===== src/rtl/atrf_pkg.sv =====
// Shared types, constants and the per-byte store function of the AT response line framer.
// Used by atrf_core, atrf_outq and at_response_line_framer; depends on nothing else.
package atrf_pkg;

  // Framing states.
  typedef enum logic [1:0] {
    FS_WAIT_CR1,
    FS_WAIT_LF1,
    FS_IN_LINE,
    FS_WAIT_LF2
  } frame_state_t;

  localparam logic [7:0]  CH_CR        = 8'h0D;
  localparam logic [7:0]  CH_LF        = 8'h0A;
  localparam logic [7:0]  CH_NUL       = 8'h00;
  localparam logic [10:0] BUFFER_BYTES = 11'd1024;
  localparam logic [10:0] LIMIT_MIN    = 11'd1;

  localparam logic [1:0] OK_LEN   = 2'd2;
  localparam logic [1:0] OK_DEAD  = 2'd3;
  localparam logic [2:0] ERR_LEN  = 3'd5;
  localparam logic [2:0] ERR_DEAD = 3'd6;

  localparam logic KIND_DATA = 1'b0;
  localparam logic KIND_END  = 1'b1;

  localparam logic [1:0] CLASS_OTHER = 2'd0;
  localparam logic [1:0] CLASS_OK    = 2'd1;
  localparam logic [1:0] CLASS_ERROR = 2'd2;

  // Framer context that carries across bytes.
  typedef struct packed {
    frame_state_t fstate;
    logic [10:0]  write_offset;
    logic [9:0]   line_begin;
    logic [10:0]  line_count;
    logic [1:0]   ok_progress;
    logic [2:0]   error_progress;
  } ctx_t;

  // One result item.
  typedef struct packed {
    logic        item_kind;
    logic [7:0]  data_byte;
    logic [9:0]  position;
    logic [9:0]  line_start;
    logic [10:0] line_length;
    logic [1:0]  line_class;
    logic        wrapped;
    logic        last;
  } result_t;

  typedef struct packed {
    ctx_t    ctx;
    result_t res;
  } store_t;

  // Characters of "OK".
  function automatic logic [7:0] ok_char(input logic idx);
    logic [7:0] c;
    case (idx)
      1'b0:    c = 8'h4F;
      default: c = 8'h4B;
    endcase
    return c;
  endfunction

  // Characters of "ERROR".
  function automatic logic [7:0] err_char(input logic [2:0] idx);
    logic [7:0] c;
    case (idx)
      3'd0:    c = 8'h45;
      3'd1:    c = 8'h52;
      3'd2:    c = 8'h52;
      3'd3:    c = 8'h4F;
      3'd4:    c = 8'h52;
      default: c = 8'h00;
    endcase
    return c;
  endfunction

  // Bring a written limit into the range 1 to BUFFER_BYTES.
  function automatic logic [10:0] clamp_limit(input logic [10:0] v);
    logic [10:0] lim;
    lim = v;
    if (v < LIMIT_MIN) lim = LIMIT_MIN;
    else if (v > BUFFER_BYTES) lim = BUFFER_BYTES;
    return lim;
  endfunction

  // Store one byte or a line terminator: restart at the limit, advance the
  // offset and count, update the matchers and build the result item.
  function automatic store_t store_byte(input ctx_t ctx, input logic [7:0] b,
                                        input logic kind, input logic [10:0] lim);
    store_t st;
    logic   wrap;
    st.ctx = ctx;
    wrap   = (ctx.write_offset >= lim);
    if (wrap) begin
      st.ctx.write_offset   = '0;
      st.ctx.line_begin     = '0;
      st.ctx.line_count     = '0;
      st.ctx.ok_progress    = '0;
      st.ctx.error_progress = '0;
    end
    st.res.position        = st.ctx.write_offset[9:0];
    st.ctx.write_offset    = st.ctx.write_offset + 11'd1;
    st.ctx.line_count      = st.ctx.line_count + 11'd1;
    st.res.item_kind       = kind;
    st.res.line_start      = st.ctx.line_begin;
    st.res.line_length     = st.ctx.line_count;
    st.res.wrapped         = wrap;
    st.res.last            = 1'b0;
    if (kind == KIND_DATA) begin
      st.res.data_byte  = b;
      st.res.line_class = CLASS_OTHER;
      if (st.ctx.ok_progress < OK_LEN && b == ok_char(st.ctx.ok_progress[0]))
        st.ctx.ok_progress = st.ctx.ok_progress + 2'd1;
      else
        st.ctx.ok_progress = OK_DEAD;
      if (st.ctx.error_progress < ERR_LEN && b == err_char(st.ctx.error_progress))
        st.ctx.error_progress = st.ctx.error_progress + 3'd1;
      else
        st.ctx.error_progress = ERR_DEAD;
    end else begin
      st.res.data_byte = CH_NUL;
      if (st.ctx.ok_progress == OK_LEN) st.res.line_class = CLASS_OK;
      else if (st.ctx.error_progress == ERR_LEN) st.res.line_class = CLASS_ERROR;
      else st.res.line_class = CLASS_OTHER;
    end
    return st;
  endfunction

endpackage


===== src/rtl/at_response_line_framer.sv =====
// Top level of the AT response line framer: input register, framing core and result queue.
// Depends on atrf_pkg, atrf_core and atrf_outq.
//
//  Channel  Signals                              Direction  Moves
//  input    in_valid, in_stall, rx_byte          in         one received byte
//  output   out_valid, out_stall, item_kind..    out        one stored byte or line end
//  config   cfg_valid, cfg_ready, cfg_data       in         buffer_limit write
//
// A byte is registered, then framed into zero, one or two results once the queue has room.
// One byte is taken per cycle while in_stall is low; a byte that yields two results
// makes two output transactions, since the result queue hands out one per cycle when out_stall is low.
// Reset is synchronous and clears framing state, the queue and sets the limit to 1024.
// A stall on the output backs up into in_stall once the queue cannot hold two more results.
module at_response_line_framer (
  input  logic        clk,
  input  logic        rst,
  input  logic        in_valid,
  output logic        in_stall,
  input  logic [7:0]  rx_byte,
  output logic        out_valid,
  input  logic        out_stall,
  output logic        item_kind,
  output logic [7:0]  data_byte,
  output logic [9:0]  position,
  output logic [9:0]  line_start,
  output logic [10:0] line_length,
  output logic [1:0]  line_class,
  output logic        wrapped,
  output logic        last,
  input  logic        cfg_valid,
  output logic        cfg_ready,
  input  logic [10:0] cfg_data
);

  logic              hold_valid;
  logic [7:0]        hold_byte;
  logic              go;
  logic              room;
  logic              in_take;
  logic [1:0]        res_n;
  atrf_pkg::result_t res0;
  atrf_pkg::result_t res1;
  atrf_pkg::result_t head_res;

  // Handshake control.
  assign cfg_ready = 1'b1;
  assign go        = hold_valid && room;
  assign in_stall  = hold_valid && !room;
  assign in_take   = in_valid && !in_stall;

  // Input register.
  always_ff @(posedge clk) begin
    if (rst) begin
      hold_valid <= 1'b0;
    end else if (in_take) begin
      hold_valid <= 1'b1;
    end else if (go) begin
      hold_valid <= 1'b0;
    end
  end

  always_ff @(posedge clk) begin
    if (in_take) hold_byte <= rx_byte;
  end

  // Framing core.
  atrf_core u_core (
    .clk      (clk),
    .rst      (rst),
    .go       (go),
    .byte_in  (hold_byte),
    .cfg_we   (cfg_valid && cfg_ready),
    .cfg_data (cfg_data),
    .res_n    (res_n),
    .res0     (res0),
    .res1     (res1)
  );

  // Result queue.
  atrf_outq u_outq (
    .clk        (clk),
    .rst        (rst),
    .push_n     (go ? res_n : 2'd0),
    .push0      (res0),
    .push1      (res1),
    .pop        (!out_stall),
    .head_res   (head_res),
    .head_valid (out_valid),
    .room       (room)
  );

  // Output fields.
  assign item_kind   = head_res.item_kind;
  assign data_byte   = head_res.data_byte;
  assign position    = head_res.position;
  assign line_start  = head_res.line_start;
  assign line_length = head_res.line_length;
  assign line_class  = head_res.line_class;
  assign wrapped     = head_res.wrapped;
  assign last        = head_res.last;

  // A processed byte with results makes the output valid in the next cycle.
  a_result_shows: assert property (@(posedge clk) disable iff (rst)
    go && res_n != 2'd0 |=> out_valid)
    else $error("result produced but output not valid");

  // The core never reports more than two results.
  a_res_count: assert property (@(posedge clk) disable iff (rst)
    go |-> res_n != 2'd3)
    else $error("core reported three results");

  // A restarted store always lands at offset zero.
  a_wrap_pos: assert property (@(posedge clk) disable iff (rst)
    out_valid && wrapped |-> position == 10'd0 && line_length == 11'd1)
    else $error("wrapped store not at offset zero");

  // A line end carries a zero byte and ends its transaction group.
  a_end_zero: assert property (@(posedge clk) disable iff (rst)
    out_valid && item_kind == atrf_pkg::KIND_END |-> data_byte == atrf_pkg::CH_NUL && last)
    else $error("line end with nonzero byte or not last");

endmodule


===== src/rtl/atrf_core.sv =====
// Framing core of the AT response line framer: context registers, limit register and
// the per-byte logic that yields zero, one or two result items. Depends on atrf_pkg.
module atrf_core (
  input  logic              clk,
  input  logic              rst,
  input  logic              go,
  input  logic [7:0]        byte_in,
  input  logic              cfg_we,
  input  logic [10:0]       cfg_data,
  output logic [1:0]        res_n,
  output atrf_pkg::result_t res0,
  output atrf_pkg::result_t res1
);

  atrf_pkg::ctx_t      ctx;
  atrf_pkg::ctx_t      ctx_next;
  logic [10:0]         limit;

  // Per-byte framing decision.
  always_comb begin
    atrf_pkg::store_t st0;
    atrf_pkg::store_t st1;
    st0      = '0;
    st1      = '0;
    ctx_next = ctx;
    res0     = '0;
    res1     = '0;
    res_n    = 2'd0;
    unique case (ctx.fstate)
      atrf_pkg::FS_WAIT_CR1: begin
        if (byte_in == atrf_pkg::CH_CR) ctx_next.fstate = atrf_pkg::FS_WAIT_LF1;
      end
      atrf_pkg::FS_WAIT_LF1: begin
        if (byte_in == atrf_pkg::CH_LF) begin
          ctx_next.fstate         = atrf_pkg::FS_IN_LINE;
          ctx_next.line_count     = '0;
          ctx_next.line_begin     = ctx.write_offset[9:0];
          ctx_next.ok_progress    = '0;
          ctx_next.error_progress = '0;
        end else begin
          ctx_next.fstate = atrf_pkg::FS_WAIT_CR1;
        end
      end
      atrf_pkg::FS_IN_LINE: begin
        if (byte_in == atrf_pkg::CH_CR) begin
          ctx_next.fstate = atrf_pkg::FS_WAIT_LF2;
        end else begin
          st0      = atrf_pkg::store_byte(ctx, byte_in, atrf_pkg::KIND_DATA, limit);
          ctx_next = st0.ctx;
          res0     = st0.res;
          res_n    = 2'd1;
        end
      end
      atrf_pkg::FS_WAIT_LF2: begin
        if (byte_in == atrf_pkg::CH_LF) begin
          st0             = atrf_pkg::store_byte(ctx, atrf_pkg::CH_NUL,
                                                 atrf_pkg::KIND_END, limit);
          ctx_next        = st0.ctx;
          ctx_next.fstate = atrf_pkg::FS_WAIT_CR1;
          res0            = st0.res;
          res_n           = 2'd1;
        end else if (byte_in == atrf_pkg::CH_CR) begin
          st0      = atrf_pkg::store_byte(ctx, atrf_pkg::CH_CR, atrf_pkg::KIND_DATA, limit);
          ctx_next = st0.ctx;
          res0     = st0.res;
          res_n    = 2'd1;
        end else begin
          // A lone CR is kept as data, followed by the byte after it.
          st0             = atrf_pkg::store_byte(ctx, atrf_pkg::CH_CR,
                                                 atrf_pkg::KIND_DATA, limit);
          st1             = atrf_pkg::store_byte(st0.ctx, byte_in,
                                                 atrf_pkg::KIND_DATA, limit);
          ctx_next        = st1.ctx;
          ctx_next.fstate = atrf_pkg::FS_IN_LINE;
          res0            = st0.res;
          res1            = st1.res;
          res_n           = 2'd2;
        end
      end
      default: ctx_next = ctx;
    endcase
    // Mark the final result of this byte.
    if (res_n == 2'd1) res0.last = 1'b1;
    if (res_n == 2'd2) res1.last = 1'b1;
  end

  // Context register advances only when a byte is processed.
  always_ff @(posedge clk) begin
    if (rst) begin
      ctx.fstate         <= atrf_pkg::FS_WAIT_CR1;
      ctx.write_offset   <= '0;
      ctx.line_begin     <= '0;
      ctx.line_count     <= '0;
      ctx.ok_progress    <= '0;
      ctx.error_progress <= '0;
    end else if (go) begin
      ctx <= ctx_next;
    end
  end

  // Limit register holds the clamped value of the last write.
  always_ff @(posedge clk) begin
    if (rst) begin
      limit <= atrf_pkg::BUFFER_BYTES;
    end else if (cfg_we) begin
      limit <= atrf_pkg::clamp_limit(cfg_data);
    end
  end

endmodule


===== src/rtl/atrf_outq.sv =====
// Four-entry result queue of the AT response line framer; takes up to two results
// per cycle and hands one out per transaction. Depends on atrf_pkg.
module atrf_outq (
  input  logic              clk,
  input  logic              rst,
  input  logic [1:0]        push_n,
  input  atrf_pkg::result_t push0,
  input  atrf_pkg::result_t push1,
  input  logic              pop,
  output atrf_pkg::result_t head_res,
  output logic              head_valid,
  output logic              room
);

  atrf_pkg::result_t entries [4];
  logic [1:0]        head;
  logic [2:0]        count;
  logic [1:0]        tail;
  logic              do_pop;

  assign tail       = head + count[1:0];
  assign head_valid = (count != 3'd0);
  assign do_pop     = pop && head_valid;
  // Room for the two results a single byte may produce.
  assign room       = (count <= 3'd2);
  assign head_res   = entries[head];

  // Entry writes.
  always_ff @(posedge clk) begin
    if (push_n != 2'd0) entries[tail] <= push0;
    if (push_n == 2'd2) entries[tail + 2'd1] <= push1;
  end

  // Pointer and fill count.
  always_ff @(posedge clk) begin
    if (rst) begin
      head  <= '0;
      count <= '0;
    end else begin
      if (do_pop) head <= head + 2'd1;
      count <= count + {1'b0, push_n} - {2'b00, do_pop};
    end
  end

endmodule


===== config.mk =====
export PLATFORM = sky130hd
export DESIGN_NAME = at_response_line_framer
export DESIGN_NICKNAME = d
export VERILOG_FILES = /design/src/rtl/atrf_pkg.sv /design/src/rtl/at_response_line_framer.sv /design/src/rtl/atrf_core.sv /design/src/rtl/atrf_outq.sv
export SDC_FILE = /design/constraint.sdc
export NUM_CORES = 1
export LEC_CHECK = 0
export BUFFER_PORTS_ARGS = -buffer_cell sky130_fd_sc_hd__buf_2
export CORE_MARGIN = 2
export CORE_UTILIZATION = 35
export DETAILED_ROUTE_END_ITERATION = 12
export PLACE_DENSITY = 0.58
export SLEW_MARGIN = 5
export SYNTH_ARGS = -nofsm -noshare
export SYNTH_HDL_FRONTEND = slang
export SYNTH_SLANG_ARGS = --single-unit

===== constraint.sdc =====
create_clock -name clk -period 6 [get_ports clk]
set_input_delay 1.5 -clock clk [delete_from_list [all_inputs] [get_ports clk]]
set_output_delay 1.5 -clock clk [all_outputs]
set_load 0.005 [all_outputs]

## Yosys cells after proc, flatten, opt, wreduce, memory -nomap -nowiden

Memories as Yosys holds them, arrays and structs flattened. A register that Yosys moved wholly into a read port is not among the register bits.
Index checks and enable logic that the tools add are counted.

- Add/subtract/negate cells: 23
- Order comparisons: 13
- Equal/unequal tests: 39
- Muxes and demuxes: 88
- Reduce and logical (&&, ||, !) cells: 32

Operators with widths:

| kind | count |
|---|---|
| $mux 37 | 15 |
| $mux 8 | 22 |
| $mux 44 | 3 |
| $add 11x1->11 const B | 10 |
| $pmux 44 s2 | 1 |
| $mux 43 | 2 |
| $pmux 7 s3 | 4 |
| $mux 39 | 2 |
| $pmux 26 s3 | 1 |
| $mux 35 | 1 |
| $eq 4x8->1 const A | 4 |
| $eq 8x8->1 | 4 |
| $mux 2 | 14 |
| $mux 26 | 1 |
| $eq 3x2->1 const B | 8 |
| $mux 3 | 8 |
| $ge 11x11->1 | 2 |
| $mux 11 | 2 |
| $pmux 11 s2 | 1 |
| $eq 8x4->1 const B | 2 |
| $eq 3x3->1 const B | 5 |
| $add 2x1->2 const B | 6 |
| $add 3x1->3 const B | 4 |
| $eq 3x1->1 const B | 4 |
| other kinds (25) | 69 |

- Bits in registers: 64
- Memory bits (writable): 176
- Input bits: 24
- Output and inout port bits: 47
- Logic and storage cells: 207
- Memories: 1

Memory list:

| memory | depth | width | rd ports | clocked after memory_dff | wr ports | RTL line | RTL |
|---|---|---|---|---|---|---|---|
| u_outq.entries | 4 | 44 | 1 | 1 | 2 | atrf_outq.sv:15 | `atrf_pkg::result_t entries [4];` |

## Depth between registers and ports, before layout

- Depth in word-level cells: 30
- Gate-level depth with buffers: 30
- Gate-level depth less buffers: 26

## Hierarchy

From an unflattened synthesis, not the netlist that was laid out.

- Cells, all modules: 1,160
- Area, all modules: 14,056.0 µm²

Modules (own cells, without submodules):

| module | instances | cells an instance | area each (µm²) | seq. area each (µm²) |
|---|---|---|---|---|
| atrf_outq | 1 | 470 | 8,989.9 | 5,425.2 |
| atrf_core | 1 | 672 | 4,742.0 | 1,001.0 |
| at_response_line_framer | 1 | 18 | 324.1 | 260.2 |

## Least setup slack after synthesis

Ideal clock, no wire load.

- Path type: reg2reg
- From: reg u_core.ctx[26] (netlist name)
- To: reg u_core.ctx[36] (netlist name)
- Library setup time: 0.086 ns
- Arrival: 6.126 ns
- Data required time: 5.914 ns
- Slack: -0.212 ns
- Cell stages (with the launch flop): 31
- Buffers on the path: 6
- Period minus slack after synthesis: 6.212 ns
- Cell sequence: dfxtp_1 clkbuf_1 inv_1 ha_1 nor2b_1 o21ai_1 a41o_1 a21oi_2 buf_2 buf_1 and2_1 ha_1 clkbuf_1 nand2_1 xor2_1 nor2_1 clkbuf_1 ha_1 a21oi_1 o21ai_0 a21oi_1 o21ai_0 clkbuf_1 nor2_1 ha_1 and2_1 o2111ai_1 or4_4 nor4_2 xor2_1 a211oi_1

- Longest elaborated chain between the ends: 15
- Elaborated cells on any way between the ends: 25
- Those cells by class: add/sub (5); order compare (2); mux (18)

RTL lines:

| item | RTL line | RTL |
|---|---|---|
| start, declared | atrf_core.sv:15 | `atrf_pkg::ctx_t ctx;` |
| start signal, assigned | atrf_core.sv:97 | `ctx <= ctx_next;` |
| $ge 11x11->1 | atrf_pkg.sv:98 | `wrap = (ctx.write_offset >= lim);` |
| $mux 37 * | atrf_pkg.sv:99 | `if (wrap) begin` |
| $mux 37 | atrf_core.sv:45, atrf_core.sv:62 |  |
| $mux 37 | atrf_core.sv:55 | `if (byte_in == atrf_pkg::CH_LF) begin` |
| $mux 37 | atrf_core.sv:29 | `unique case (ctx.fstate)` |
| $add 11x1->11 | atrf_pkg.sv:107 | `st.ctx.write_offset = st.ctx.write_offset + 11'd1;` |
| $ge 11x11->1 | atrf_pkg.sv:98 |  |
| $mux 37 | atrf_pkg.sv:99 |  |
| $mux 37 | atrf_core.sv:62 | `end else if (byte_in == atrf_pkg::CH_CR) begin` |
| $mux 37 | atrf_core.sv:55 |  |
| $mux 37 | atrf_core.sv:29 |  |
| $add 11x1->11 | atrf_pkg.sv:107 |  |
| $mux 39 | atrf_core.sv:62 |  |
| $mux 39 | atrf_core.sv:55 |  |
| $pmux 11 s2 * | atrf_core.sv:29 |  |

Every way passes the cells marked *; elsewhere a longest branch is shown, timed or not. The select of a mux whose other input is x is not followed.
A chain may end at the register's enable or synchronous reset.

## Worst setup path in the final report

- From: reg u_core.limit[6]
- To: reg u_core.ctx[36] (netlist name)

- Longest elaborated chain between the ends: 15
- Elaborated cells on any way between the ends: 25
- Those cells by class: add/sub (5); order compare (2); mux (18)

RTL lines:

| item | RTL line | RTL |
|---|---|---|
| start, declared | atrf_core.sv:17 | `logic [10:0] limit;` |
| start signal, assigned | atrf_core.sv:104 | `limit <= atrf_pkg::BUFFER_BYTES;` |
| start signal, assigned | atrf_core.sv:106 | `limit <= atrf_pkg::clamp_limit(cfg_data);` |
| $ge 11x11->1 | atrf_pkg.sv:98 |  |
| $mux 37 | atrf_pkg.sv:99 |  |
| $mux 37 | atrf_core.sv:45, atrf_core.sv:62 |  |
| $mux 37 | atrf_core.sv:55 |  |
| $mux 37 | atrf_core.sv:29 |  |
| $add 11x1->11 | atrf_pkg.sv:107 |  |
| $ge 11x11->1 | atrf_pkg.sv:98 |  |
| $mux 37 | atrf_pkg.sv:99 |  |
| $mux 37 | atrf_core.sv:62 |  |
| $mux 37 | atrf_core.sv:55 |  |
| $mux 37 | atrf_core.sv:29 |  |
| $add 11x1->11 | atrf_pkg.sv:107 |  |
| $mux 39 | atrf_core.sv:62 |  |
| $mux 39 | atrf_core.sv:55 |  |
| $pmux 11 s2 * | atrf_core.sv:29 |  |

Marked as above.

==> metrics <==
DIE AREA 0.0378 mm^2; failing checks design-rule violations; CTS buffer count 27; arrival time at the worst endpoint 5920 ps; wire length of the first global-routing pass 57,800 um; global-route met2 utilization 0.309; Vert. Die Dim 194 um; mapped cell area 0.0127 mm^2; clock slew seen by the registers of the worst setup and hold paths 60 ps; routed vias/inst 5.69; Syn Nets 1,203; Switching Power 1.04 mW; H-Tree Level Count 1; CP endpoint kind flop; clk buf depth 3; CTS tree done; RSZ-0062 raised after global routing false; ANT cells 0; Total GRT Usage 0.196; largest net degree at the start of global routing 45; Pre-antenna DRT Iters 11; GRT overflow 0; slew margin rel. 0.254; WP data required 6450 ps; WHS 459 ps; Synth Area per Inst 11.1 um^2; met3 Track Usage GR 0.0255; Worst Setup Start Kind flop; vias in the first global route 9,455; IO Pins 71; global-route met1 utilization 0.285; DRC marker count from the first detailed-route iteration 916; busiest grt layer met2; Yosys reg bits 242; Cells after Synth 1,143; most frequent cells in the layout edfxtp_1, nor2_1, nand2_1; port bufs 69; clk_lat worst skew 530 ps; post-synthesis sequential area ratio 0.517; Layout Nets 1,269; GP Congestion 0.993; Die W 194 um; final hold vios 0; sequential share of power 0.461; Leak 4.64 nW; initial core utilization 0.356; max_cap viols 0; outcome finished with violations; initial antenna violation count 0; cell area after placement 0.0136 mm^2; Logic pwr share 0.148; post-route core utilization 0.405; post-synth cell types 79; Clk pwr share 0.391; switching share of power 0.250; most common cell after layout, fill and taps aside edfxtp_1; Setup TNS 0 ps; # Post-CTS Setup Buffers 0; Pint 3.12 mW; crit path max fanout 7; Design Power 4.16 mW; final slew viol count 0; DR WL/cell 22.1 um; clock sink count 242; Max VDD drop 0.000195 V; DRT Wirelength 37,300 um; Root Buffer clkbuf_16; Slew @ Worst Pin 1110 ps; setup violators final 0; Finished Cell Area 0.0144 mm^2; DRT antenna net count 0; Achievable Freq 183 MHz; row count 69; layout cell share with drive strength beyond 1 0.177; Setup CP Type reg2reg; period utilisation layout 0.912; core area 0.0357 mm^2; Post-synth ARST share 0; Layout Skew 8.61 ps; via count 9,621; P&R area growth vs syn 13.7%; Yosys warning total 0; EDFF count, synth 172; pwr dens 288 mW/mm^2; Detail Placement HPWL 26,300 um; Residual DRC 2; Hold/Removal Path Class reg2reg; Main synth FF type edfxtp_1; Final min period 5470 ps
## per-stage QoR
| step | setup WS [ps] | cells |
|---|---|---|
| detailed placement | 544 | 1641 |
| finish | 527 | 1690 |
| global placement | 625 | 1641 |
| global route | 35.5 | 1690 |
| CTS | 512 | 1690 |
| floorplan | 19.7 | 1143 |
## kinds of logic after synthesis
logic type / after synthesis / synth area share
muxes: 49 / 0.0820
other: 1 / 0.000295
DFF: 242 / 0.517
xor gates and xnor gates: 37 / 0.0255
adders and majority gates: 36 / 0.0361
AOI/OAI and AO/OA: 282 / 0.150
buffers and inverters: 99 / 0.0343
and+or+nand+nor: 397 / 0.154
## cells in the mapped netlist (5+ instances only)
cell / instances / area (um^2)
nor2_1: 115 / 432
buf_4: 5 / 37.5
clkbuf_1: 38 / 143
a21oi_1: 31 / 155
o22ai_1: 64 / 400
buf_2: 12 / 60.1
xor2_1: 19 / 166
dfxtp_1: 70 / 1400
and3_1: 5 / 31.3
a22o_1: 23 / 201
a32o_1: 7 / 70.1
nand2_1: 111 / 417
mux4_2: 44 / 991
nand2b_1: 8 / 50.1
nor2b_1: 21 / 131
o21ai_0: 68 / 340
inv_1: 34 / 128
nand4_1: 13 / 81.3
o31ai_1: 5 / 37.5
ha_1: 35 / 438
and2_1: 53 / 332
a21oi_2: 5 / 43.8
o211ai_1: 9 / 67.6
a31oi_1: 5 / 31.3
mux2i_1: 5 / 50.1
nor3_1: 15 / 75.1
nand3_1: 21 / 105
buf_1: 6 / 22.5
xnor2_1: 18 / 158
edfxtp_1: 172 / 5160
a22oi_1: 16 / 120
## registers in the layout, indices dropped and copies added (netlist names), named ones only
signal          cells
hold_valid          1
u_outq.head         2
u_core.limit       11
hold_byte           8
u_outq.count        3
u_core.ctx         39
u_outq.entries    176
## what timing repair did
action                     CTS  global route
hold buffers                 0             0
gates resized for setup      0             1
setup endpoints to repair    0             2
## layer usage
layer / wire length (um) / up-vias
met4: 772 / 0
met3: 2690 / 56
met2: 16900 / 403
met5: 0 / -
met1: 16900 / 4705
li1: - / 4457
## worst max-delay path: stages (launching register included)
cell	delay (ps)
dfxtp_1	310
inv_1	70
ha_1	330
and2_4	180
a221oi_2	240
o21ai_0	220
a21oi_2	200
nand2_1	230
inv_1	140
ha_1	220
nand4_1	150
nor2_1	160
xnor2_1	130
nor2_1	70
ha_1	360
nand2_1	80
nor2_1	40
a211oi_2	290
o21ai_1	210
nor2_1	140
ha_1	200
and2_1	140
o2111ai_1	180
or4_4	490
nor4_2	280
xor2_1	100
a211oi_1	230
## final cells by class
cell class                      instances  area (um^2)
Clock buffer                           39          771
Timing Repair Buffer                  102          593
Inverter                               34          128
Tap cell                              461          577
Multi-Input combinational cell        802         5700
Clock inverter                         10         98.8
Sequential cell                       242         6570
Fill cell                            3437        21200
## power by group through the flow
stage / logic, mW / registers (mW) / clock network [mW]
after global placement: 0.622 / 1.96 / 0
after detailed placement: 0.622 / 1.96 / 0
after floorplan: 0.491 / 1.84 / 0
after global routing: 0.666 / 1.94 / 1.73
after CTS: 0.625 / 1.93 / 1.66
final: 0.614 / 1.92 / 1.63
## worst paths after layout
check / start / to / slack, ps / cells after the start
min: u_outq.entries[1][2] / u_outq.entries[1][2] / 460 / 2
min reg2reg: u_outq.entries[1][2] / u_outq.entries[1][2] / 460 / 2
max: u_core.limit[6] / u_core.ctx[36] / 530 / 26
max reg2reg: u_core.limit[6] / u_core.ctx[36] / 530 / 26
Power figures use the tool's default switching activity.
